`src/ale_pkg.sv`:
```
`default_nettype none
// ----------------------------------------------------------------------------
// ale_pkg
// Shared types and constants of the array list engine: operation and status
// codes, field widths and the command broadcast to the entry cells.
// ----------------------------------------------------------------------------
package ale_pkg;

   localparam int DEPTH_DEF = 32;
   localparam int MAX_CAP   = 32;
   localparam int CAP_RST   = 32;

   localparam int MODE_W = 3;
   localparam int DATA_W = 32;
   localparam int IDX_W  = 5;
   localparam int CNT_W  = 6;
   localparam int STAT_W = 2;

   typedef enum logic [MODE_W-1:0] {
      OP_WRITE_AT   = 3'd0,
      OP_APPEND     = 3'd1,
      OP_INSERT     = 3'd2,
      OP_POP        = 3'd3,
      OP_DELETE     = 3'd4,
      OP_REMOVE_ALL = 3'd5,
      OP_FIND       = 3'd6,
      OP_READ_AT    = 3'd7
   } mode_type;

   typedef enum logic [STAT_W-1:0] {
      ST_OK    = 2'd0,
      ST_RANGE = 2'd1,
      ST_FULL  = 2'd2,
      ST_EMPTY = 2'd3
   } status_type;

   typedef struct packed {
      logic                     apply;
      mode_type                 mode;
      logic signed [DATA_W-1:0] value;
      logic [CNT_W-1:0]         idx;
      logic [CNT_W-1:0]         count;
      logic [CNT_W-1:0]         cnt_m1;
      logic [CNT_W-1:0]         cap_m1;
      logic [CNT_W-1:0]         rd_pos;
   } cmd_type;

endpackage
`default_nettype wire

```
`src/ale_if.sv`:
```
`default_nettype none
// ----------------------------------------------------------------------------
// ale_req_if / ale_rsp_if
// Valid/ready channels carrying list requests and their results.
// ----------------------------------------------------------------------------
interface ale_req_if;
   logic                             valid;
   logic                             ready;
   logic [ale_pkg::MODE_W-1:0]       mode;
   logic signed [ale_pkg::DATA_W-1:0] value;
   logic [ale_pkg::IDX_W-1:0]        index;

   modport source (output valid, output mode, output value, output index, input ready);
   modport sink   (input valid, input mode, input value, input index, output ready);
endinterface

interface ale_rsp_if;
   logic                              valid;
   logic                              ready;
   logic signed [ale_pkg::DATA_W-1:0] result_value;
   logic [ale_pkg::IDX_W-1:0]         found_index;
   logic                              found;
   logic [ale_pkg::STAT_W-1:0]        status;
   logic [ale_pkg::CNT_W-1:0]         length;
   logic                              empty_res;

   modport source (output valid, output result_value, output found_index, output found,
                   output status, output length, output empty_res, input ready);
   modport sink   (input valid, input result_value, input found_index, input found,
                   input status, input length, input empty_res, output ready);
endinterface
`default_nettype wire

```
`src/ale_cell.sv`:
```
`default_nettype none
// ----------------------------------------------------------------------------
// ale_cell
// One list entry. Applies the broadcast command at its own position, shifts
// with its neighbors and passes the find and read chains along the row.
// ----------------------------------------------------------------------------
module ale_cell #(
   parameter int POS = 0
) (
   input  wire logic                              clock,
   input  wire logic                              reset,
   input  wire ale_pkg::cmd_type                  cmd,
   input  wire logic signed [ale_pkg::DATA_W-1:0] left_data,
   input  wire logic signed [ale_pkg::DATA_W-1:0] right_data,
   output      logic signed [ale_pkg::DATA_W-1:0] entry_out,
   input  wire logic                              hit_in,
   output      logic                              hit_out,
   input  wire logic [ale_pkg::IDX_W-1:0]         fidx_in,
   output      logic [ale_pkg::IDX_W-1:0]         fidx_out,
   input  wire logic signed [ale_pkg::DATA_W-1:0] rd_in,
   output      logic signed [ale_pkg::DATA_W-1:0] rd_out
);

   localparam bit ACTIVE = (POS < ale_pkg::MAX_CAP);
   localparam logic [ale_pkg::CNT_W-1:0] POS_V = ale_pkg::CNT_W'(POS);

   logic signed [ale_pkg::DATA_W-1:0] entry_ff;
   logic signed [ale_pkg::DATA_W-1:0] entry_in;
   logic                              match;
   logic                              first;

   assign entry_out = entry_ff;

   // match within the current length
   assign match    = ACTIVE && (POS_V < cmd.count) && (entry_ff == cmd.value);
   assign first    = match && !hit_in;
   assign hit_out  = hit_in | match;
   assign fidx_out = fidx_in | (first ? POS_V[ale_pkg::IDX_W-1:0] : '0);
   assign rd_out   = rd_in | ((ACTIVE && POS_V == cmd.rd_pos) ? entry_ff : '0);

   always_comb begin
      entry_in = entry_ff;
      if (cmd.apply && ACTIVE) begin
         case (cmd.mode)
            ale_pkg::OP_WRITE_AT: begin
               if (POS_V == cmd.idx) entry_in = cmd.value;
            end
            ale_pkg::OP_APPEND: begin
               if (POS_V == cmd.count) entry_in = cmd.value;
            end
            ale_pkg::OP_INSERT: begin
               if (POS_V == cmd.idx) begin
                  entry_in = cmd.value;
               end else if (POS_V > cmd.idx && POS_V <= cmd.count) begin
                  entry_in = left_data;
               end
            end
            ale_pkg::OP_POP: begin
               if (POS_V == cmd.cnt_m1) entry_in = '0;
            end
            ale_pkg::OP_DELETE: begin
               if (POS_V >= cmd.idx && POS_V < cmd.cap_m1) begin
                  entry_in = right_data;
               end else if (POS_V == cmd.cap_m1) begin
                  entry_in = '0;
               end
            end
            ale_pkg::OP_REMOVE_ALL: begin
               if (match) entry_in = '0;
            end
            default: begin
               entry_in = entry_ff;
            end
         endcase
      end
   end

   always_ff @(posedge clock) begin
      if (reset) begin
         entry_ff <= '0;
      end else begin
         entry_ff <= entry_in;
      end
   end

endmodule
`default_nettype wire

```
`src/array_list_engine_top.sv`:
```
`default_nettype none
// ----------------------------------------------------------------------------
// array_list_engine_top
// Bounded ordered list of signed 32-bit words held in a row of entry cells.
// ----------------------------------------------------------------------------
// Each request is decoded against the current length and capacity, broadcast
// to every cell, and all cells shift, write, clear or compare at the same
// clock edge while the find and read chains ripple along the row into the
// result register. A new request is taken every cycle as long as the result
// register is free or its result is taken in that cycle. The store is zero
// after reset with no clearing pass; the capacity register resets to 32 and
// is used clamped to the smaller of DEPTH and MAX_CAP.
// ----------------------------------------------------------------------------
module array_list_engine_top #(
   parameter int DEPTH = ale_pkg::DEPTH_DEF
) (
   input  wire logic                        clock,
   input  wire logic                        reset,
   ale_req_if.sink                          req_chan,
   ale_rsp_if.source                        rsp_chan,
   input  wire logic                        csr_wr_en,
   input  wire logic [ale_pkg::CNT_W-1:0]   csr_wr_data
);

   localparam int LIM = (DEPTH > ale_pkg::MAX_CAP) ? ale_pkg::MAX_CAP : DEPTH;
   localparam logic [ale_pkg::CNT_W-1:0] LIM_V = ale_pkg::CNT_W'(LIM);

   logic [ale_pkg::CNT_W-1:0] cap_ff;
   logic [ale_pkg::CNT_W-1:0] count_ff;
   logic [ale_pkg::CNT_W-1:0] count_in;
   logic [ale_pkg::CNT_W-1:0] cap_eff;
   logic [ale_pkg::CNT_W-1:0] cfg_eff;
   logic [ale_pkg::CNT_W-1:0] idx_w;

   logic                              rsp_valid_ff;
   logic signed [ale_pkg::DATA_W-1:0] rv_ff;
   logic [ale_pkg::IDX_W-1:0]         fidx_ff;
   logic                              fnd_ff;
   ale_pkg::status_type               st_ff;
   logic [ale_pkg::CNT_W-1:0]         len_ff;

   logic                accept;
   ale_pkg::mode_type   mode;
   ale_pkg::status_type st;
   ale_pkg::cmd_type    cmd;

   logic signed [ale_pkg::DATA_W-1:0] ent   [DEPTH];
   logic                              hit   [DEPTH+1];
   logic [ale_pkg::IDX_W-1:0]         fidx  [DEPTH+1];
   logic signed [ale_pkg::DATA_W-1:0] rd    [DEPTH+1];

   assign cap_eff = (cap_ff > LIM_V) ? LIM_V : cap_ff;
   assign cfg_eff = (csr_wr_data > LIM_V) ? LIM_V : csr_wr_data;
   assign idx_w   = {1'b0, req_chan.index};
   assign mode    = ale_pkg::mode_type'(req_chan.mode);

   assign req_chan.ready = !rsp_valid_ff || rsp_chan.ready;
   assign accept         = req_chan.valid && req_chan.ready;

   // status and new length
   always_comb begin
      st       = ale_pkg::ST_OK;
      count_in = count_ff;
      case (mode)
         ale_pkg::OP_WRITE_AT: begin
            if (idx_w >= cap_eff) st = ale_pkg::ST_RANGE;
            else if (count_ff <= idx_w) count_in = idx_w + 1'b1;
         end
         ale_pkg::OP_APPEND: begin
            if (count_ff >= cap_eff) st = ale_pkg::ST_FULL;
            else count_in = count_ff + 1'b1;
         end
         ale_pkg::OP_INSERT: begin
            if (idx_w >= cap_eff) st = ale_pkg::ST_RANGE;
            else if (count_ff >= cap_eff) st = ale_pkg::ST_FULL;
            else if (idx_w > count_ff) count_in = idx_w + 1'b1;
            else count_in = count_ff + 1'b1;
         end
         ale_pkg::OP_POP: begin
            if (count_ff == '0) st = ale_pkg::ST_EMPTY;
            else count_in = count_ff - 1'b1;
         end
         ale_pkg::OP_DELETE: begin
            if (count_ff == '0) st = ale_pkg::ST_EMPTY;
            else if (idx_w >= count_ff) st = ale_pkg::ST_RANGE;
            else count_in = count_ff - 1'b1;
         end
         ale_pkg::OP_READ_AT: begin
            if (idx_w >= cap_eff) st = ale_pkg::ST_RANGE;
         end
         default: begin
            st = ale_pkg::ST_OK;
         end
      endcase
   end

   always_comb begin
      cmd.apply  = accept && (st == ale_pkg::ST_OK);
      cmd.mode   = mode;
      cmd.value  = req_chan.value;
      cmd.idx    = idx_w;
      cmd.count  = count_ff;
      cmd.cnt_m1 = count_ff - 1'b1;
      cmd.cap_m1 = cap_eff - 1'b1;
      cmd.rd_pos = (mode == ale_pkg::OP_POP) ? (count_ff - 1'b1) : idx_w;
   end

   assign hit[0]  = 1'b0;
   assign fidx[0] = '0;
   assign rd[0]   = '0;

   for (genvar i = 0; i < DEPTH; i++) begin : g_cell
      logic signed [ale_pkg::DATA_W-1:0] left_d;
      logic signed [ale_pkg::DATA_W-1:0] right_d;

      if (i == 0) begin : g_first
         assign left_d = '0;
      end else begin : g_mid_l
         assign left_d = ent[i-1];
      end
      if (i == DEPTH-1) begin : g_last
         assign right_d = '0;
      end else begin : g_mid_r
         assign right_d = ent[i+1];
      end

      ale_cell #(
         .POS (i)
      ) u_cell (
         .clock      (clock),
         .reset      (reset),
         .cmd        (cmd),
         .left_data  (left_d),
         .right_data (right_d),
         .entry_out  (ent[i]),
         .hit_in     (hit[i]),
         .hit_out    (hit[i+1]),
         .fidx_in    (fidx[i]),
         .fidx_out   (fidx[i+1]),
         .rd_in      (rd[i]),
         .rd_out     (rd[i+1])
      );
   end

   // control registers
   always_ff @(posedge clock) begin
      if (reset) begin
         cap_ff       <= ale_pkg::CNT_W'(ale_pkg::CAP_RST);
         count_ff     <= '0;
         rsp_valid_ff <= 1'b0;
      end else begin
         if (csr_wr_en) begin
            cap_ff <= csr_wr_data;
            if (count_ff > cfg_eff) count_ff <= cfg_eff;
         end else if (accept) begin
            count_ff <= count_in;
         end
         if (accept) begin
            rsp_valid_ff <= 1'b1;
         end else if (rsp_chan.ready) begin
            rsp_valid_ff <= 1'b0;
         end
      end
   end

   // result register
   always_ff @(posedge clock) begin
      if (accept) begin
         st_ff   <= st;
         len_ff  <= count_in;
         fnd_ff  <= (mode == ale_pkg::OP_FIND) && hit[DEPTH];
         fidx_ff <= (mode == ale_pkg::OP_FIND) ? fidx[DEPTH] : '0;
         rv_ff   <= ((st == ale_pkg::ST_OK) &&
                     (mode == ale_pkg::OP_POP || mode == ale_pkg::OP_READ_AT)) ?
                    rd[DEPTH] : '0;
      end
   end

   assign rsp_chan.valid        = rsp_valid_ff;
   assign rsp_chan.result_value = rv_ff;
   assign rsp_chan.found_index  = fidx_ff;
   assign rsp_chan.found        = fnd_ff;
   assign rsp_chan.status       = st_ff;
   assign rsp_chan.length       = len_ff;
   assign rsp_chan.empty_res    = (len_ff == '0);

endmodule
`default_nettype wire

```
`src/flat_wrapper.sv`:
```
// flat-port wrapper written by rule: the top's interface ports become plain ports
module array_list_engine_top_flat 
#(
   parameter int DEPTH = ale_pkg::DEPTH_DEF
)
  (clock, reset, csr_wr_en, csr_wr_data, req_chan_valid, req_chan_mode, req_chan_value, req_chan_index, req_chan_ready, rsp_chan_valid, rsp_chan_result_value, rsp_chan_found_index, rsp_chan_found, rsp_chan_status, rsp_chan_length, rsp_chan_empty_res, rsp_chan_ready);
  ale_req_if req_chan_i ();
  ale_rsp_if rsp_chan_i ();
  input  wire logic clock;
  input  wire logic reset;
  input  wire logic csr_wr_en;
  input  wire logic [ale_pkg::CNT_W-1:0] csr_wr_data;
  input wire logic [$bits(req_chan_i.valid)-1:0] req_chan_valid;
  input wire logic [$bits(req_chan_i.mode)-1:0] req_chan_mode;
  input wire logic [$bits(req_chan_i.value)-1:0] req_chan_value;
  input wire logic [$bits(req_chan_i.index)-1:0] req_chan_index;
  output wire logic [$bits(req_chan_i.ready)-1:0] req_chan_ready;
  output wire logic [$bits(rsp_chan_i.valid)-1:0] rsp_chan_valid;
  output wire logic [$bits(rsp_chan_i.result_value)-1:0] rsp_chan_result_value;
  output wire logic [$bits(rsp_chan_i.found_index)-1:0] rsp_chan_found_index;
  output wire logic [$bits(rsp_chan_i.found)-1:0] rsp_chan_found;
  output wire logic [$bits(rsp_chan_i.status)-1:0] rsp_chan_status;
  output wire logic [$bits(rsp_chan_i.length)-1:0] rsp_chan_length;
  output wire logic [$bits(rsp_chan_i.empty_res)-1:0] rsp_chan_empty_res;
  input wire logic [$bits(rsp_chan_i.ready)-1:0] rsp_chan_ready;
  assign req_chan_i.valid = req_chan_valid;
  assign req_chan_i.mode = req_chan_mode;
  assign req_chan_i.value = req_chan_value;
  assign req_chan_i.index = req_chan_index;
  assign req_chan_ready = req_chan_i.ready;
  assign rsp_chan_valid = rsp_chan_i.valid;
  assign rsp_chan_result_value = rsp_chan_i.result_value;
  assign rsp_chan_found_index = rsp_chan_i.found_index;
  assign rsp_chan_found = rsp_chan_i.found;
  assign rsp_chan_status = rsp_chan_i.status;
  assign rsp_chan_length = rsp_chan_i.length;
  assign rsp_chan_empty_res = rsp_chan_i.empty_res;
  assign rsp_chan_i.ready = rsp_chan_ready;
  array_list_engine_top #(.DEPTH(DEPTH)) u_core (.clock(clock), .reset(reset), .req_chan(req_chan_i), .rsp_chan(rsp_chan_i), .csr_wr_en(csr_wr_en), .csr_wr_data(csr_wr_data));
endmodule
```
`config.mk`:
```
export PLATFORM = sky130hd
export DESIGN_NAME = array_list_engine_top_flat
export DESIGN_NICKNAME = d
export VERILOG_FILES = /design/src/ale_pkg.sv /design/src/ale_if.sv /design/src/ale_cell.sv /design/src/array_list_engine_top.sv /design/src/flat_wrapper.sv
export SDC_FILE = /design/constraint.sdc
export NUM_CORES = 2
export LEC_CHECK = 0
export BUFFER_PORTS_ARGS = -buffer_cell sky130_fd_sc_hd__buf_2
export CAP_MARGIN = 10
export CORE_ASPECT_RATIO = 0.5
export CORE_MARGIN = 10
export CORE_UTILIZATION = 30
export DETAILED_ROUTE_END_ITERATION = 16
export PLACE_DENSITY_LB_ADDON = 0.05
export SLEW_MARGIN = 25
export SYNTH_ARGS = -nofsm -noshare
export SYNTH_HDL_FRONTEND = slang
export SYNTH_SLANG_ARGS = --single-unit
export TNS_END_PERCENT = 30
```
`constraint.sdc`:
```
create_clock -name clock -period 3.42 [get_ports clock]
set_input_delay 0.171 -clock clock [delete_from_list [all_inputs] [get_ports clock]]
set_output_delay 0.171 -clock clock [all_outputs]
set_load 0.1 [all_outputs]
```
# --- Yosys cells after proc, flatten, opt, wreduce, memory -nomap -nowiden ---
# Index checks and enable logic that the tools add are counted.
# Widths: inputs -> output; s select.
classes:
  add_sub_neg: 4
  n_lt_le_gt_ge: 168
  n_eq_ne: 387
  mux: 376
  n_bitwise: 92
  n_reduce_logical: 210
op_table:
  columns: ["cell", "count"]
  rows:
  - ["$mux 32", 288]
  - ["$pmux 32 s6", 32]
  - ["$eq 32x32->1", 32]
  - ["$or 32x32->32", 31]
  - ["$eq 5x6->1 const A", 64]
  - ["$reduce_and 8->1", 32]
  - ["$ne 2x2->1 const B", 127]
  - ["$eq 4x6->1 const A", 32]
  - ["$lt 5x6->1 const A", 32]
  - ["$ne 3x3->1 const B", 64]
  - ["$logic_and 1x1->1", 131]
  - ["$eq 3x6->1 const A", 16]
  - ["$le 5x6->1 const A", 16]
  - ["$lt 4x6->1 const A", 16]
  - ["$mux 6", 15]
  - ["$eq 5x5->1 const A", 16]
  - ["$ge 5x5->1 const A", 16]
  - ["$gt 5x5->1 const A", 16]
  - ["$mux 5", 16]
  - ["$or 5x5->5", 16]
  - ["$eq 2x6->1 const A", 8]
  - ["$le 4x6->1 const A", 8]
  - ["$lt 3x6->1 const A", 8]
  - ["$eq 4x5->1 const A", 8]
  - ["49 further kinds", 197]
word_totals:
  regBits: 1083
  inputBits: 51
  output_inout_bits: 49
  wordCells: 1277

# --- Depth between registers and ports, before layout ---
logic_depth:
  depth_word: 36
  mapped_depth: 17
  mapped_depth_nobuf: 14

# --- Cells and area by module ---
# Synthesis repeated with hierarchy kept, for this count alone.
unflattened:
  hier_cells: 11065
  hier_area_um2: 95376.5
by_module_without_submodules:
  columns: ["module", "n_inst", "cells_each", "area_each_um2", "seq_area_each_um2"]
  rows:
  - ["array_list_engine_top", 1, 414, 4050.1, 1641.6]
  - ["ale_cell at u_core.g_cell[11].u_cell", 1, 472, 3570.9, 640.6]
  - ["ale_cell at u_core.g_cell[10].u_cell", 1, 433, 3513.4, 640.6]
  - ["ale_cell at u_core.g_cell[19].u_cell", 1, 443, 3244.4, 640.6]
  - ["ale_cell at u_core.g_cell[23].u_cell", 1, 441, 3175.5, 640.6]
  - ["ale_cell at u_core.g_cell[0].u_cell", 1, 392, 3075.4, 640.6]
  - ["ale_cell at u_core.g_cell[15].u_cell", 1, 408, 3071.7, 640.6]
  - ["ale_cell at u_core.g_cell[30].u_cell", 1, 410, 3065.4, 640.6]
  - ["ale_cell at u_core.g_cell[3].u_cell", 1, 384, 3021.6, 640.6]
  - ["ale_cell at u_core.g_cell[26].u_cell", 1, 346, 2944.1, 640.6]
  - ["ale_cell at u_core.g_cell[20].u_cell", 1, 332, 2932.8, 640.6]
  - ["ale_cell at u_core.g_cell[24].u_cell", 1, 304, 2904.0, 640.6]
  - ["ale_cell at u_core.g_cell[8].u_cell", 1, 300, 2896.5, 640.6]
  - ["ale_cell at u_core.g_cell[22].u_cell", 1, 310, 2860.2, 640.6]
  - ["19 more rows", null, null, null, null]

# --- Worst setup path before layout ---
# No wires, ideal clock.
synth_path:
  path_kind: "register to output"
  from: "register u_core.len_ff (netlist bit u_core.rsp_chan.length[3])"
  to: "output port rsp_chan_empty_res"
  arrival_ns: 3.437
  required_ns: 3.249
  path_slack_ns: -0.188
  path_stages_with_launch: 3
  path_buffers: 0
  path_cell_list: "edfxtp_1 -> or4_1 -> nor3_1"
synth_between:
  elab_chain_len: 1
synth_rtl:
  columns: ["element", "line", "text"]
  rows:
  - ["start: declaration", "array_list_engine_top.sv:40", "logic [ale_pkg::CNT_W-1:0] len_ff;"]
  - ["start signal: assignment", "array_list_engine_top.sv:170", "len_ff <= count_in;"]
  - ["$logic_not 6->1", "array_list_engine_top.sv:185", "assign rsp_chan.empty_res = (len_ff == '0);"]
  - ["end: declaration", "flat_wrapper.sv:24", "output wire logic [$bits(rsp_chan_i.empty_res)-1:0] rsp_chan_empty_res;"]
# Every way passes these cells.

# --- Worst setup path after layout ---
layout_path:
  from: "register u_core.count_ff[0] (netlist name)"
  to: "register u_core.rv_ff (netlist bit u_core.rsp_chan.result_value[26]), data pin"
layout_between:
  elab_chain_len: 35
  elab_cells_between_ends: 108
  cone_classes: "add/sub (1); order compare (2); eq/ne (31); mux (39); bitwise (31); reduce/logical (4)"
layout_rtl:
  columns: ["element", "line", "text"]
  rows:
  - ["start: declaration", "array_list_engine_top.sv:29", "logic [ale_pkg::CNT_W-1:0] count_ff;"]
  - ["start signal: assignment", "array_list_engine_top.sv:154", "if (count_ff > cfg_eff) count_ff <= cfg_eff;"]
  - ["start signal: assignment", "array_list_engine_top.sv:156", "count_ff <= count_in;"]
  - ["$sub 6x1->6", "array_list_engine_top.sv:105", "cmd.rd_pos = (mode == ale_pkg::OP_POP) ? (count_ff - 1'b1) : idx_w;"]
  - ["$mux 6", "array_list_engine_top.sv:105", null]
  - ["$eq 1x6->1 or $logic_not 6->1 (tied branches)", "ale_cell.sv:39", "assign rd_out = rd_in | ((ACTIVE && POS_V == cmd.rd_pos) ? entry_ff : '0);"]
  - ["$mux 32", "ale_cell.sv:39", null]
  - ["$or 32x32->32 (31 in series)", "ale_cell.sv:39", null]
  - ["end signal: assignment", "array_list_engine_top.sv:173", "rv_ff <= ((st == ale_pkg::ST_OK) &&"]
  - ["end: declaration", "array_list_engine_top.sv:36", "logic signed [ale_pkg::DATA_W-1:0] rv_ff;"]
# Several ways; a longest one is shown, not always the timed one.
# A chain may end at the register's enable or synchronous reset.

==> reports/results.txt <==
Final Cycle Share - 1.14
RSZ-0062 raised after global routing - yes
drt wl/cell - 45.8 um
Initial Util - 0.302
Iteration-0 DRC Markers - 20400
CTS tree - yes
PortBufs - 99
clock skew - 0.0532 ns
final setup margin - -0.494 ns
ys async rst share - 0
Post-route DRC - 0
failing checks - setup timing
Fin. Hold Viols - 0
vias in the first global route - 95700
initial antenna violation count - 82
core area - 279000 sq um
Synth Area in Compound Gates - 0.301
Synth Area in XOR/XNOR - 0.108
power per cell area - 395 nW/um^2
TritonCTS Buffers - 140
clk root buf - clkbuf_16
share of layout cells above drive strength 1 - 0.334
synthesized area per cell - 8.18 sq um
flop2flop setup slack - -0.49 ns
syn_nets - 10400
Worst-path clk slew - 0.07 ns
maximum vdd drop - 0.000346 V
fraction of the mapped netlist area in simple logic gates - 0.188
synth cell count leaders - 1053 x clkbuf_1, 1046 x a221oi_1, 1037 x dfxtp_1
Final GP Congestion - 1.11
maxcap violations - 0
fmax - 256 MHz
post-route ant nets - 0
sequential area share after synthesis - 0.263
Yosys reg bits - 1083
WP data arrival - 4.53 ns
Startpoint Class - register
area of the multi-input gates - 60300 sq um
Vias/cell - 6.83
Register Area - 22200 sq um
area grow syn2layout - 42.5%
top cells by area, synth - dfxtp_1 25%, a221oi_1 11%, o31ai_1 7.2%
# rows - 137
ys flop type - dfxtp_1
synth unique cells - 91
Final Slew Violations - 0
die area - 303000 sq um
Synth top area share - 0.247
Die Height - 394 um
top fanout value on the critical path - 6
Post-Syn Instances - 10300
nets - 12100
largest family of logic cells by synthesized area - compound AO/OA/AOI/OAI gates
pin count of the biggest net entering global routing - 103
worst skew pair latency - 0.89 ns
fill count - 28200
post-synthesis mux area share - 0.0685
Least-Margin Pin Slew - 1.13 ns
DR pass1 iterations - 9
Lkg Pwr - 46.1 nW
H-tree levels - 4
die width - 768 um
final WL - 727000 um
Crit. End Element - register
hold path depth - 5
CP required - 4.04 ns
Max clock buf depth - 4
Top Ports - 100
Syn. warnings - 0
total grt overflow - 0
first-pass GRT wire length - 934000 um
Adder-Cell Fraction of Synth Area - 0.00551
Hold Path Class - input pin to register
DP HPWL - 554000 um
status - finished, violations left
CTS Sinks - 1083
Crit Path Category - register to register
Overall Power - 47.3 mW
min Tclk post-route - 3.91 ns
Post-Syn Area - 84000 sq um
routed vias - 108000
Post-synth EDFFs - 46
final setup vio count - 914
cell accounting for the most synthesized area - dfxtp_1
number of cells on the worst reg-to-reg path - 18
Max transition margin - 0.246
dpl ws - -1.37 ns
count leader, synth - clkbuf_1
Overall Global Routing Usage - 0.445
==> through the flow <==
step,utilization,hold slack [ns],cells,setup TNS (ns),area (sq um)
6_report,0.430,0.0359,15900,-135.08,120000
3_3_place_gp,0.389,0.421,15300,-276.36,108000
4_1_cts,0.417,0.00604,15700,-24.46,116000
2_1_floorplan,-,0.300,10300,-0.288,84100
3_5_place_dp,0.390,0.421,15400,-298.41,109000
5_1_grt,0.429,0.0556,15800,-194.64,120000
==> cells in the final DEF (no fill, tap or decap), types with 74 or more instances in the layout <==
cell type and n:
buf_4 2176, o21ai_0 627, clkbuf_16 176, mux2_2 416, xor2_1 421, a22oi_2 75, dfxtp_1 1027, nand4_1 243
buf_12 394, nand3b_1 804, nor4_1 114, o31ai_1 737, xnor2_1 605, a22o_1 83, nor2b_1 74, a21o_1 136
buf_6 113, a221oi_1 1008, nand2_1 688, a21oi_1 116, nor2_1 305, a22oi_1 310
==> sequential cells by signal, indices dropped and copies added, names as in the netlist, 2 cells and up <==
signal / cells
u_core.rsp_chan.length: 6
u_core.cap_ff: 6
u_core.count_ff: 6
u_core.rsp_chan.status: 2
u_core.rsp_chan.result_value: 32
u_core.g_cell.u_cell.entry_out: 1024
u_core.rsp_chan.found_index: 5
==> repair_timing <==
action                                 in CTS  in global routing
pin swaps                                 100                157
setup endpoints to repair                1072               1017
setup buffers                              80                 95
endpoints found under the hold margin      71                  0
resized for setup                         405                376
hold buffers                               39                  0
cloned                                     13                 39
==> path summary, 6_finish.rpt <==
path                                                            start                                     to
worst max-delay path                               u_core.count_ff[0]       u_core.rsp_chan.result_value[26]
worst max register to register                     u_core.count_ff[0]       u_core.rsp_chan.result_value[26]
worst min-delay path                               req_chan_value[30]  u_core.g_cell[3].u_cell.entry_out[30]
worst min register to register  u_core.g_cell[0].u_cell.entry_out[18]  u_core.g_cell[0].u_cell.entry_out[18]
==> cell families (layout without fill, tap and decap cells) <==
kind of cell	count (synthesis)	after routing
simple gates	2809	2810
buf+inv	1350	3160
xor+xnor	1036	1036
compound gates	3435	3435
flops	1083	1083
other cells	0	24
mux	519	519
fa+ha+maj	37	37
==> layout make-up <==
cell class                 instances  share of cell area
timing repair buffer            2867               0.233
antenna                           24            0.000501
clock inverter                    30             0.00224
multi-input combinational       7837               0.504
clock buffer                     204              0.0339
inverter                          59             0.00197
tap                             3753              0.0392
sequential                      1083               0.185
==> critical path: stages (launching register included) <==
cell and delay, ns:
dfxtp_4 0.36, inv_4 0.07, ha_4 0.13, or3b_4 0.38, buf_6 0.13, nand2_4 0.05, o31ai_4 0.11, a31oi_2 0.22
buf_4 0.20, buf_6 0.11, nor2_4 0.04, buf_12 0.13, buf_12 0.14, buf_6 0.12, a22oi_2 0.16, nand4_1 0.46
buf_12 0.31, nor4_4 0.41, a21oi_2 0.12
==> power breakdown <==
part / internal (mW) / switching [mW] / leakage [nW]
registers: 13.4 / 1.18 / 8.88
logic: 6.14 / 10.8 / 35.1
clock network: 8.51 / 7.32 / 2.14
==> metal layers <==
layer	share of wire	up-vias	track usage
met5	0.00044	-	0
met4	0.060	46	0.201
met3	0.17	1483	0.227
met2	0.35	9131	0.549
met1	0.42	54700	0.621
li1	-	43000	-
(Power assumes the default switching activity.)
